[src/hw/rtl/jvs_pkg.sv]
// ----------------------------------------------------------------------------
// jvs_pkg
// Shared widths, constants, types and helpers of the joystick velocity shaper.
// ----------------------------------------------------------------------------
package jvs_pkg;

	localparam int RADIUS_W    = 10;
	localparam int ANGLE_W     = 12;
	localparam int BTN_W       = 4;
	localparam int VEL_W       = 25;
	localparam int TIER_W      = 2;
	localparam int LANE_W      = 16;
	localparam int TABLE_W     = 64;
	localparam int ALPHA_W     = 17;
	localparam int CFG_INDEX_W = 3;
	localparam int CFG_DATA_W  = 64;

	localparam logic [RADIUS_W-1:0] DEAD_ZONE   = 10'd200;
	localparam logic [RADIUS_W-1:0] RADIUS_FULL = 10'd1000;

	localparam logic [ANGLE_W-1:0] FWD_POS_LO  = 12'd300;
	localparam logic [ANGLE_W-1:0] FWD_POS_HI  = 12'd1500;
	localparam logic [ANGLE_W-1:0] FWD_NEG_LO  = 12'd2100;
	localparam logic [ANGLE_W-1:0] FWD_NEG_HI  = 12'd3300;
	localparam logic [ANGLE_W-1:0] TURN_POS_LO = 12'd1000;
	localparam logic [ANGLE_W-1:0] TURN_POS_HI = 12'd2600;
	localparam logic [ANGLE_W-1:0] TURN_NEG_LO = 12'd800;
	localparam logic [ANGLE_W-1:0] TURN_NEG_HI = 12'd2800;

	localparam logic [ALPHA_W-1:0] ALPHA_ONE = 17'h10000;

	// floor(32 * p / 125) through a reciprocal, M = floor(2^37 / 125)
	localparam logic [30:0] RECIP_M     = 31'd1099511627;
	localparam int          RECIP_SHIFT = 32;
	localparam int          MAG_W       = 24;

	localparam int QUEUE_DEPTH = 2;

	typedef enum logic [2:0] {
		CFG_FORWARD_CAPS    = 3'd0,
		CFG_TURN_CAPS       = 3'd1,
		CFG_FORWARD_STEPS   = 3'd2,
		CFG_TURN_STEPS      = 3'd3,
		CFG_SMOOTHING_ALPHA = 3'd4
	} cfg_reg_t;

	typedef enum logic [2:0] {
		ST_IDLE,
		ST_MUL_P,
		ST_MUL_Q,
		ST_CORR,
		ST_SLEW,
		ST_MUL_A,
		ST_ACC,
		ST_DONE
	} back_state_t;

	typedef struct packed {
		logic [TIER_W-1:0]   tier;
		logic                clr;
		logic [RADIUS_W-1:0] fwd_radius;
		logic                fwd_neg;
		logic [RADIUS_W-1:0] turn_radius;
		logic                turn_neg;
	} tick_t;

	typedef struct packed {
		logic full;
		logic empty;
	} queue_status_t;

	function automatic logic [LANE_W-1:0] lane(input logic [TABLE_W-1:0] tbl,
		input logic [TIER_W-1:0] tier);
		return tbl[LANE_W*tier +: LANE_W];
	endfunction

endpackage

[src/hw/rtl/jvs_front.sv]
// ----------------------------------------------------------------------------
// jvs_front
// Takes input words, tracks the d-pad tier and classifies both sticks.
// ----------------------------------------------------------------------------
module jvs_front import jvs_pkg::*; (
	input  logic                clk,
	input  logic                arst_n,
	input  logic                in_valid,
	output logic                in_ready,
	input  logic [RADIUS_W-1:0] left_radius,
	input  logic [ANGLE_W-1:0]  left_angle,
	input  logic [RADIUS_W-1:0] right_radius,
	input  logic [ANGLE_W-1:0]  right_angle,
	input  logic [BTN_W-1:0]    dpad_buttons,
	input  logic                clear_filters,
	input  queue_status_t       status,
	output logic                push,
	output tick_t               tick
);

	logic [TIER_W-1:0]   tier_q;
	logic [BTN_W-1:0]    last_q;
	logic [BTN_W-1:0]    rising;
	logic [TIER_W-1:0]   tier_next;
	logic [RADIUS_W-1:0] left_sat;
	logic [RADIUS_W-1:0] right_sat;

	assign in_ready = !status.full;
	assign push     = in_valid && in_ready;

	always_comb begin
		rising = dpad_buttons & ~last_q;
		if (rising[0]) begin
			tier_next = 2'd3;
		end else if (rising[1]) begin
			tier_next = 2'd0;
		end else if (rising[3]) begin
			tier_next = 2'd2;
		end else if (rising[2]) begin
			tier_next = 2'd1;
		end else begin
			tier_next = tier_q;
		end

		left_sat  = (left_radius > RADIUS_FULL) ? RADIUS_FULL : left_radius;
		right_sat = (right_radius > RADIUS_FULL) ? RADIUS_FULL : right_radius;

		tick             = '0;
		tick.tier        = tier_next;
		tick.clr         = clear_filters;

		if (left_radius > DEAD_ZONE) begin
			if (left_angle >= FWD_POS_LO && left_angle <= FWD_POS_HI) begin
				tick.fwd_radius = left_sat;
			end else if (left_angle >= FWD_NEG_LO && left_angle <= FWD_NEG_HI) begin
				tick.fwd_radius = left_sat;
				tick.fwd_neg    = 1'b1;
			end
		end

		// out-of-range right angles fall into the negative sector
		if (right_radius > DEAD_ZONE) begin
			if (right_angle >= TURN_POS_LO && right_angle <= TURN_POS_HI) begin
				tick.turn_radius = right_sat;
			end else if (right_angle <= TURN_NEG_LO || right_angle >= TURN_NEG_HI) begin
				tick.turn_radius = right_sat;
				tick.turn_neg    = 1'b1;
			end
		end
	end

	always_ff @(posedge clk or negedge arst_n) begin
		if (!arst_n) begin
			tier_q <= '0;
			last_q <= '0;
		end else if (push) begin
			tier_q <= tier_next;
			last_q <= dpad_buttons;
		end
	end

endmodule

[src/hw/rtl/jvs_queue.sv]
// ----------------------------------------------------------------------------
// jvs_queue
// Small word queue between the front and back parts.
// ----------------------------------------------------------------------------
module jvs_queue import jvs_pkg::*; (
	input  logic          clk,
	input  logic          arst_n,
	input  logic          push,
	input  tick_t         wr_tick,
	input  logic          pop,
	output tick_t         rd_tick,
	output queue_status_t status
);

	localparam int PTR_W = $clog2(QUEUE_DEPTH);
	localparam int CNT_W = $clog2(QUEUE_DEPTH + 1);

	tick_t            mem_q [QUEUE_DEPTH];
	logic [PTR_W-1:0] wr_ptr_q;
	logic [PTR_W-1:0] rd_ptr_q;
	logic [CNT_W-1:0] count_q;

	assign rd_tick      = mem_q[rd_ptr_q];
	assign status.full  = (count_q == CNT_W'(QUEUE_DEPTH));
	assign status.empty = (count_q == '0);

	always_ff @(posedge clk) begin
		if (push) begin
			mem_q[wr_ptr_q] <= wr_tick;
		end
	end

	always_ff @(posedge clk or negedge arst_n) begin
		if (!arst_n) begin
			wr_ptr_q <= '0;
			rd_ptr_q <= '0;
			count_q  <= '0;
		end else begin
			if (push) begin
				wr_ptr_q <= (wr_ptr_q == PTR_W'(QUEUE_DEPTH - 1)) ? '0 : wr_ptr_q + 1'b1;
			end
			if (pop) begin
				rd_ptr_q <= (rd_ptr_q == PTR_W'(QUEUE_DEPTH - 1)) ? '0 : rd_ptr_q + 1'b1;
			end
			if (push && !pop) begin
				count_q <= count_q + 1'b1;
			end else if (pop && !push) begin
				count_q <= count_q - 1'b1;
			end
		end
	end

`ifndef SYNTHESIS
	a_count_bound: assert property (@(posedge clk) disable iff (!arst_n)
		count_q <= CNT_W'(QUEUE_DEPTH))
		else $error("queue count beyond depth");
	a_no_underflow: assert property (@(posedge clk) disable iff (!arst_n)
		pop |-> !status.empty)
		else $error("pop from empty queue");
	a_no_overflow: assert property (@(posedge clk) disable iff (!arst_n)
		push |-> (!status.full || pop))
		else $error("push into full queue");
`endif

endmodule

[src/hw/rtl/jvs_back.sv]
// ----------------------------------------------------------------------------
// jvs_back
// Sequencer with one shared multiplier: target scaling, slew limit and
// low-pass smoothing for the forward then the turn channel.
// ----------------------------------------------------------------------------
module jvs_back import jvs_pkg::*; (
	input  logic                    clk,
	input  logic                    arst_n,
	input  queue_status_t           status,
	input  tick_t                   rd_tick,
	output logic                    pop,
	input  logic [TABLE_W-1:0]      forward_caps,
	input  logic [TABLE_W-1:0]      turn_caps,
	input  logic [TABLE_W-1:0]      forward_steps,
	input  logic [TABLE_W-1:0]      turn_steps,
	input  logic [ALPHA_W-1:0]      smoothing_alpha,
	output logic                    out_valid,
	input  logic                    out_ready,
	output logic signed [VEL_W-1:0] forward_velocity,
	output logic signed [VEL_W-1:0] turn_velocity,
	output logic [TIER_W-1:0]       active_tier
);

	back_state_t              state_q;
	back_state_t              state_next;
	logic                     ch_q;
	tick_t                    cur_q;
	logic signed [58:0]       prod_q;
	logic [25:0]              p_q;
	logic signed [VEL_W-1:0]  target_q;
	logic signed [VEL_W-1:0]  lim_q [2];
	logic signed [VEL_W-1:0]  sm_q  [2];
	logic                     out_valid_q;
	logic signed [VEL_W-1:0]  fwd_out_q;
	logic signed [VEL_W-1:0]  turn_out_q;
	logic [TIER_W-1:0]        tier_out_q;

	logic [RADIUS_W-1:0]      radius_c;
	logic                     neg_c;
	logic [LANE_W-1:0]        cap_c;
	logic [LANE_W-1:0]        step_c;
	logic signed [VEL_W-1:0]  lim_c;
	logic signed [VEL_W-1:0]  sm_c;

	logic signed [31:0]       mul_a;
	logic signed [26:0]       mul_b;
	logic signed [58:0]       mul_p;

	logic [MAG_W-1:0]         q0;
	logic [31:0]              q0_ext;
	logic [31:0]              rem;
	logic [VEL_W-1:0]         mag;
	logic signed [VEL_W-1:0]  target_c;
	logic signed [26:0]       d;
	logic signed [26:0]       step27;
	logic signed [26:0]       slew_sum;
	logic signed [VEL_W-1:0]  lim_new;
	logic signed [25:0]       diff;
	logic signed [44:0]       acc;

	logic                     out_load;

	assign out_valid        = out_valid_q;
	assign forward_velocity = fwd_out_q;
	assign turn_velocity    = turn_out_q;
	assign active_tier      = tier_out_q;

	assign out_load = !out_valid_q || out_ready;

	// channel operand selection
	always_comb begin
		radius_c = ch_q ? cur_q.turn_radius : cur_q.fwd_radius;
		neg_c    = ch_q ? cur_q.turn_neg : cur_q.fwd_neg;
		cap_c    = lane(ch_q ? turn_caps : forward_caps, cur_q.tier);
		step_c   = lane(ch_q ? turn_steps : forward_steps, cur_q.tier);
		lim_c    = lim_q[ch_q];
		sm_c     = sm_q[ch_q];
	end

	// divide correction, slew and accumulate datapath
	always_comb begin
		q0       = prod_q[RECIP_SHIFT +: MAG_W];
		q0_ext   = {{(32-MAG_W){1'b0}}, q0};
		rem      = {1'b0, p_q, 5'b0} - ((q0_ext << 7) - (q0_ext << 2) + q0_ext);
		mag      = {1'b0, q0} + VEL_W'(rem >= 32'd125);
		target_c = neg_c ? -$signed(mag) : $signed(mag);

		d        = 27'(target_q) - 27'(lim_c);
		step27   = $signed({11'b0, step_c});
		slew_sum = 27'(lim_c) + step27;
		if (d > step27) begin
			lim_new = slew_sum[VEL_W-1:0];
		end else if (d < -step27) begin
			slew_sum = 27'(lim_c) - step27;
			lim_new  = slew_sum[VEL_W-1:0];
		end else begin
			lim_new = target_q;
		end

		diff = 26'(lim_c) - 26'(sm_c);
		acc  = (45'(sm_c) <<< 16) + 45'($signed(prod_q[42:0])) + 45'sd32768;
	end

	always_comb begin
		state_next = state_q;
		case (state_q)
			ST_IDLE: begin
				if (!status.empty) begin
					state_next = ST_MUL_P;
				end
			end
			ST_MUL_P: state_next = ST_MUL_Q;
			ST_MUL_Q: state_next = ST_CORR;
			ST_CORR:  state_next = ST_SLEW;
			ST_SLEW:  state_next = ST_MUL_A;
			ST_MUL_A: state_next = ST_ACC;
			ST_ACC:   state_next = ch_q ? ST_DONE : ST_MUL_P;
			ST_DONE: begin
				if (out_load) begin
					state_next = ST_IDLE;
				end
			end
			default: state_next = ST_IDLE;
		endcase
	end

	always_comb begin
		pop   = 1'b0;
		mul_a = '0;
		mul_b = '0;
		case (state_q)
			ST_IDLE: pop = !status.empty;
			ST_MUL_P: begin
				mul_a = $signed({16'b0, cap_c});
				mul_b = $signed({17'b0, radius_c});
			end
			ST_MUL_Q: begin
				mul_a = $signed({1'b0, RECIP_M});
				mul_b = $signed({1'b0, prod_q[25:0]});
			end
			ST_MUL_A: begin
				mul_a = $signed({15'b0, smoothing_alpha});
				mul_b = 27'(diff);
			end
			default: begin
				pop = 1'b0;
			end
		endcase
	end

	assign mul_p = mul_a * mul_b;

	always_ff @(posedge clk) begin
		prod_q <= mul_p;
		if (state_q == ST_IDLE) begin
			cur_q <= rd_tick;
		end
		if (state_q == ST_MUL_Q) begin
			p_q <= prod_q[25:0];
		end
		if (state_q == ST_CORR) begin
			target_q <= target_c;
		end
		if (state_q == ST_DONE && out_load) begin
			fwd_out_q  <= sm_q[0];
			turn_out_q <= sm_q[1];
			tier_out_q <= cur_q.tier;
		end
	end

	always_ff @(posedge clk or negedge arst_n) begin
		if (!arst_n) begin
			state_q     <= ST_IDLE;
			ch_q        <= 1'b0;
			out_valid_q <= 1'b0;
			lim_q[0]    <= '0;
			lim_q[1]    <= '0;
			sm_q[0]     <= '0;
			sm_q[1]     <= '0;
		end else begin
			state_q <= state_next;
			case (state_q)
				ST_IDLE: begin
					ch_q <= 1'b0;
					if (pop && rd_tick.clr) begin
						lim_q[0] <= '0;
						lim_q[1] <= '0;
						sm_q[0]  <= '0;
						sm_q[1]  <= '0;
					end
				end
				ST_SLEW: lim_q[ch_q] <= lim_new;
				ST_ACC: begin
					sm_q[ch_q] <= acc[16 +: VEL_W];
					ch_q       <= 1'b1;
				end
				default: begin
					ch_q <= ch_q;
				end
			endcase
			if (state_q == ST_DONE && out_load) begin
				out_valid_q <= 1'b1;
			end else if (out_ready) begin
				out_valid_q <= 1'b0;
			end
		end
	end

`ifndef SYNTHESIS
	a_recip_corr: assert property (@(posedge clk) disable iff (!arst_n)
		(state_q == ST_CORR) |-> (rem < 32'd250))
		else $error("reciprocal quotient off by more than one");
	a_done_after_turn: assert property (@(posedge clk) disable iff (!arst_n)
		(state_q == ST_DONE) |-> ch_q)
		else $error("result finished before turn channel");
`endif

endmodule

[src/hw/rtl/joystick_velocity_shaper_unit.sv]
// ----------------------------------------------------------------------------
// joystick_velocity_shaper_unit
// Joystick to chassis velocity shaper: tier select, targets, slew, low-pass.
// ----------------------------------------------------------------------------
// usage:
//   config channel (cfg_valid/cfg_ready, cfg_index, cfg_data) writes the tier
//   cap and step tables and the smoothing weight; it is always ready; the
//   user must write it only while no tick is in flight; the block won't check
//   input channel (in_valid/in_ready) takes one tick word: stick readings,
//   d-pad bits and the clear flag; the front registers the d-pad tier and
//   pushes a classified word into a two-entry queue
//   output channel (out_valid/out_ready) returns one word per tick with both
//   smoothed velocities and the tier in use
//   the back sequencer loads a tick in its idle state, then for each channel
//   steps through MUL_P, MUL_Q, CORR, SLEW, MUL_A and ACC on the one shared
//   multiplier, hands off the result in DONE, then takes the next tick
//   while out_ready is low the result waits in the output register, the
//   back part holds its next result, and the front keeps taking ticks until
//   the queue is full
//   reset clears tier, button history, filter state and the tables, and
//   sets the smoothing weight to one
// ----------------------------------------------------------------------------
module joystick_velocity_shaper_unit import jvs_pkg::*; (
	input  logic                    clk,
	input  logic                    arst_n,
	input  logic                    cfg_valid,
	output logic                    cfg_ready,
	input  logic [CFG_INDEX_W-1:0]  cfg_index,
	input  logic [CFG_DATA_W-1:0]   cfg_data,
	input  logic                    in_valid,
	output logic                    in_ready,
	input  logic [RADIUS_W-1:0]     left_radius,
	input  logic [ANGLE_W-1:0]      left_angle,
	input  logic [RADIUS_W-1:0]     right_radius,
	input  logic [ANGLE_W-1:0]      right_angle,
	input  logic [BTN_W-1:0]        dpad_buttons,
	input  logic                    clear_filters,
	output logic                    out_valid,
	input  logic                    out_ready,
	output logic signed [VEL_W-1:0] forward_velocity,
	output logic signed [VEL_W-1:0] turn_velocity,
	output logic [TIER_W-1:0]       active_tier
);

	logic [TABLE_W-1:0] forward_caps_q;
	logic [TABLE_W-1:0] turn_caps_q;
	logic [TABLE_W-1:0] forward_steps_q;
	logic [TABLE_W-1:0] turn_steps_q;
	logic [ALPHA_W-1:0] alpha_q;
	logic [ALPHA_W-1:0] alpha_wr;

	queue_status_t status;
	logic          push;
	logic          pop;
	tick_t         wr_tick;
	tick_t         rd_tick;

	assign cfg_ready = 1'b1;
	assign alpha_wr  = (cfg_data[ALPHA_W-1:0] > ALPHA_ONE) ? ALPHA_ONE : cfg_data[ALPHA_W-1:0];

	always_ff @(posedge clk or negedge arst_n) begin
		if (!arst_n) begin
			forward_caps_q  <= '0;
			turn_caps_q     <= '0;
			forward_steps_q <= '0;
			turn_steps_q    <= '0;
			alpha_q         <= ALPHA_ONE;
		end else if (cfg_valid && cfg_ready) begin
			case (cfg_reg_t'(cfg_index))
				CFG_FORWARD_CAPS:    forward_caps_q  <= cfg_data;
				CFG_TURN_CAPS:       turn_caps_q     <= cfg_data;
				CFG_FORWARD_STEPS:   forward_steps_q <= cfg_data;
				CFG_TURN_STEPS:      turn_steps_q    <= cfg_data;
				CFG_SMOOTHING_ALPHA: alpha_q         <= alpha_wr;
				default: begin
					alpha_q <= alpha_q;
				end
			endcase
		end
	end

	jvs_front u_front (
		.clk           (clk),
		.arst_n        (arst_n),
		.in_valid      (in_valid),
		.in_ready      (in_ready),
		.left_radius   (left_radius),
		.left_angle    (left_angle),
		.right_radius  (right_radius),
		.right_angle   (right_angle),
		.dpad_buttons  (dpad_buttons),
		.clear_filters (clear_filters),
		.status        (status),
		.push          (push),
		.tick          (wr_tick)
	);

	jvs_queue u_queue (
		.clk     (clk),
		.arst_n  (arst_n),
		.push    (push),
		.wr_tick (wr_tick),
		.pop     (pop),
		.rd_tick (rd_tick),
		.status  (status)
	);

	jvs_back u_back (
		.clk              (clk),
		.arst_n           (arst_n),
		.status           (status),
		.rd_tick          (rd_tick),
		.pop              (pop),
		.forward_caps     (forward_caps_q),
		.turn_caps        (turn_caps_q),
		.forward_steps    (forward_steps_q),
		.turn_steps       (turn_steps_q),
		.smoothing_alpha  (alpha_q),
		.out_valid        (out_valid),
		.out_ready        (out_ready),
		.forward_velocity (forward_velocity),
		.turn_velocity    (turn_velocity),
		.active_tier      (active_tier)
	);

endmodule
[config.mk]
export PLATFORM = sky130hd
export DESIGN_NAME = joystick_velocity_shaper_unit
export DESIGN_NICKNAME = d
export VERILOG_FILES = /design/src/hw/rtl/jvs_pkg.sv /design/src/hw/rtl/jvs_front.sv /design/src/hw/rtl/jvs_queue.sv /design/src/hw/rtl/jvs_back.sv /design/src/hw/rtl/joystick_velocity_shaper_unit.sv
export SDC_FILE = /design/constraint.sdc
export NUM_CORES = 2
export LEC_CHECK = 0
export ABC_AREA = 1
export CAP_MARGIN = 5
export CORE_MARGIN = 5
export CORE_UTILIZATION = 55
export CTS_CLUSTER_SIZE = 14
export DETAILED_ROUTE_END_ITERATION = 6
export DONT_BUFFER_PORTS = 1
export GPL_TIMING_DRIVEN = 0
export HOLD_SLACK_MARGIN = 0.15
export PLACE_DENSITY = 0.7
export SKIP_LAST_GASP = 1
export SLEW_MARGIN = 20
export SYNTH_ARGS = -nofsm -noshare
export SYNTH_HDL_FRONTEND = slang
export SYNTH_SLANG_ARGS = --single-unit
[constraint.sdc]
create_clock -name clk -period 24.9 [get_ports clk]
set_clock_uncertainty 0.05 [all_clocks]
set_input_delay 1.245 -clock clk [delete_from_list [all_inputs] [get_ports clk]]
set_output_delay 1.245 -clock clk [all_outputs]
set_load 0.02 [all_outputs]
==> flow_summary.ini <==
[clock_tree]
cts_resized = 0
path_clk_slew_ps = 60
worstSkewPairLatency_ps = 700
cts_root_buffer = clkbuf_16
cts_buffer_depth = 3
cts_tree = yes
cts_num_sinks = 621
hold_buffers = 0
htree_levels = 3
post-cts-setup-buffers = 0
cts_buffers = 71

[floorplan]
ios = 176
die_x_um = 333
core_area_sq_um = 103000
start_util_pct = 55.4
die_h_um = 333
die_area_sq_um = 111000
rows = 118

[run_status]
outcome = finished, final reports clean

[drt]
drt-initial-drc-count = 5207
num_vias = 50300
detail-route-antenna-nets = 0
firstDrtPassIters = 7
wl_per_cell_um = 24.7
vias_per_cell = 5.82
finalWirelength_mm = 214
drc = 0

[worst_setup_path]
r2r_end = u_back.prod_q[44]
r2r_cells = 45
slowest_delay_ps = 870
slowest_stage = o21ai_0
crit_required_ps = 25350
cp-startpoint = u_back.ch_q
cp-end-kind = flip-flop
startpoint_type = flip-flop
worstSetupPathType = reg -> reg
reg2reg_slack_ps = 11630
path_max_fanout = 10
cp-endpoint = u_back.prod_q[44]
cp.arrival_ps = 13720
worstReg2RegStart = u_back.ch_q

[sta]
whs_ps = 234
slew_viol_final = 0
relSlewSlack_pct = 19.3
fin_setup_tns_ps = 0
worst_pin_slew_ps = 1200
setup_violations = 0
rsz0062_at_grt = false
min_period_ps = 13270
min_period_over_period_pct = 53.3
hold_violations = 0
clock.fmax_mhz = 75.4

[yosys]
synth_edf_count = 177
synthArstFlopShare_pct = 62.5
synth_seq_area_share_pct = 28.2
ys.flop_type = dfrtp_1
netlist_instances = 7124
syn_nets = 8251
netlist_area_sq_um = 57300
avgSynthCellArea_sq_um = 8.05
ys_warn_count = 0
synth_cell_types = 65
ys_ff_latch = 621

[place]
routabilityCongestion = 1.02
portBuffers = 0
dp_hpwl_mm = 176
dpl_cell_area_sq_um = 59200

[final_layout]
layout.nets = 8329
area_growth_pct = 7.54
final_area_sq_um = 61700
final_cell_mix = 1494 x nand2_1, 1293 x inv_1, 619 x o21ai_0, 582 x nor2_1, 509 x fa_1
regArea_sq_um = 16100
multi_input_area_sq_um = 35200
drive_above_1_share_pct = 4.38
fill_cells = 9611
final_common_cell = nand2_1

[global_routing]
grt.overflow.total = 0
grt_pass1_vias = 49500
grt_max_degree = 389
grt_antenna_before_repair = 14
grt_util_all_layers_pct = 38.0
grt_pass1_wl_mm = 317

[flow_run]
maxCapViolations = 0

[min_path]
hold_path.class = in -> async
per-layer routing:
layer	up-vias	part of all wire [%]	track usage [%]
met3	529	10	9.27
met1	24500	40	50.4
met2	2475	44	58.6
li1	22800	-	-
met4	8	6.4	19.4
met5	-	0.027	0
state kept, by name (all words and copies together), names as in the netlist, 3 cells and up:
signal and count:
u_back.cur_q 24, u_back.turn_velocity 25, turn_steps_q 64, u_back.prod_q 56, u_back.forward_velocity 25, u_back.p_q 26
alpha_q 17, u_back.sm_q 50, turn_caps_q 64, u_back.target_q 25, forward_steps_q 64, forward_caps_q 64
u_back.lim_q 50, u_front.last_q 4, u_queue.mem_q 50, u_back.state_q 3
area by class of cell:
| type | instances | area share, % |
|---|---|---|
| clock inverter | 37 | 0.789 |
| sequential | 621 | 26.2 |
| buffer | 239 | 1.72 |
| timing repair buffer | 5 | 0.187 |
| tap | 1380 | 2.80 |
| inverter | 1313 | 7.99 |
| antenna | 3 | 0.0122 |
| clock buffer | 94 | 3.17 |
| multi-input combinational | 4951 | 57.1 |
metrics by stage:
step / util [%] / setup WS (ps) / instances
final: 59.6 / 11630 / 8643
after global routing: 59.6 / 11100 / 8641
after detailed placement: 57.2 / 11920 / 8509
after floorplan: - / 15590 / 7124
after global placement: 57.1 / 11860 / 8504
after CTS: 59.6 / 11830 / 8640
Yosys cell counts (16+ instances only):
master	count	share of area, %
a21o_1	16	0.21
a21oi_1	313	2.7
a31oi_1	36	0.39
buf_2	81	0.71
clkbuf_1	141	0.92
dfrtp_1	387	17
dfxtp_1	56	2.0
edfxtp_1	177	9.3
fa_1	509	18
ha_1	497	11
inv_1	1293	8.5
nand2_1	1494	9.8
nand3_1	244	2.1
nand4_1	51	0.56
nor2_1	588	3.8
nor3_1	38	0.33
nor4_1	21	0.23
o211ai_1	18	0.24
o21ai_0	635	5.5
o21ai_1	33	0.29
o21ai_2	18	0.27
o21bai_1	16	0.21
o221ai_1	34	0.52
o22ai_1	49	0.53
or2_2	37	0.40
xnor2_1	56	0.86
xor2_1	141	2.2
cell families (layout without fill, tap and decap cells):
| family | count (synthesis) | count (layout) | synth area share [%] |
|---|---|---|---|
| DFF | 621 | 621 | 28.2 |
| buffers and inverters | 1552 | 1688 | 10.4 |
| xor gates and xnor gates | 198 | 198 | 3.06 |
| other | 2 | 5 | 0.0131 |
| adders and majority gates | 1006 | 1006 | 28.6 |
| AOI/OAI and AO/OA | 1230 | 1230 | 11.9 |
| and+or+nand+nor | 2514 | 2514 | 17.8 |
| muxes | 1 | 1 | 0.0175 |
critical path, delay by kind of cell (launching register included):
| kind | cells | cell delay (ps) |
|---|---|---|
| adders and majority gates | 10 | 4900 |
| buffers and inverters | 15 | 3300 |
| AOI/OAI and AO/OA | 8 | 2440 |
| and+or+nand+nor | 11 | 1610 |
| DFF | 1 | 460 |
| xor gates and xnor gates | 1 | 290 |
worst min-delay path by stage:
stage / slack [ps] / to / depth (start not counted)
3_3_place_gp: 360 / u_back.p_q[10] / 0
2_1_floorplan: 360 / u_back.p_q[10] / 0
4_1_cts: 210 / u_front.last_q[2] / 0
6_report: 230 / u_front.last_q[2] / 0
3_5_place_dp: 370 / u_back.p_q[10] / 0
5_1_grt: 200 / u_front.last_q[2] / 0
Power is left out: the tool's default activity adds up to more than one toggle a clock period on the data nets, which glitch-free logic cannot reach.
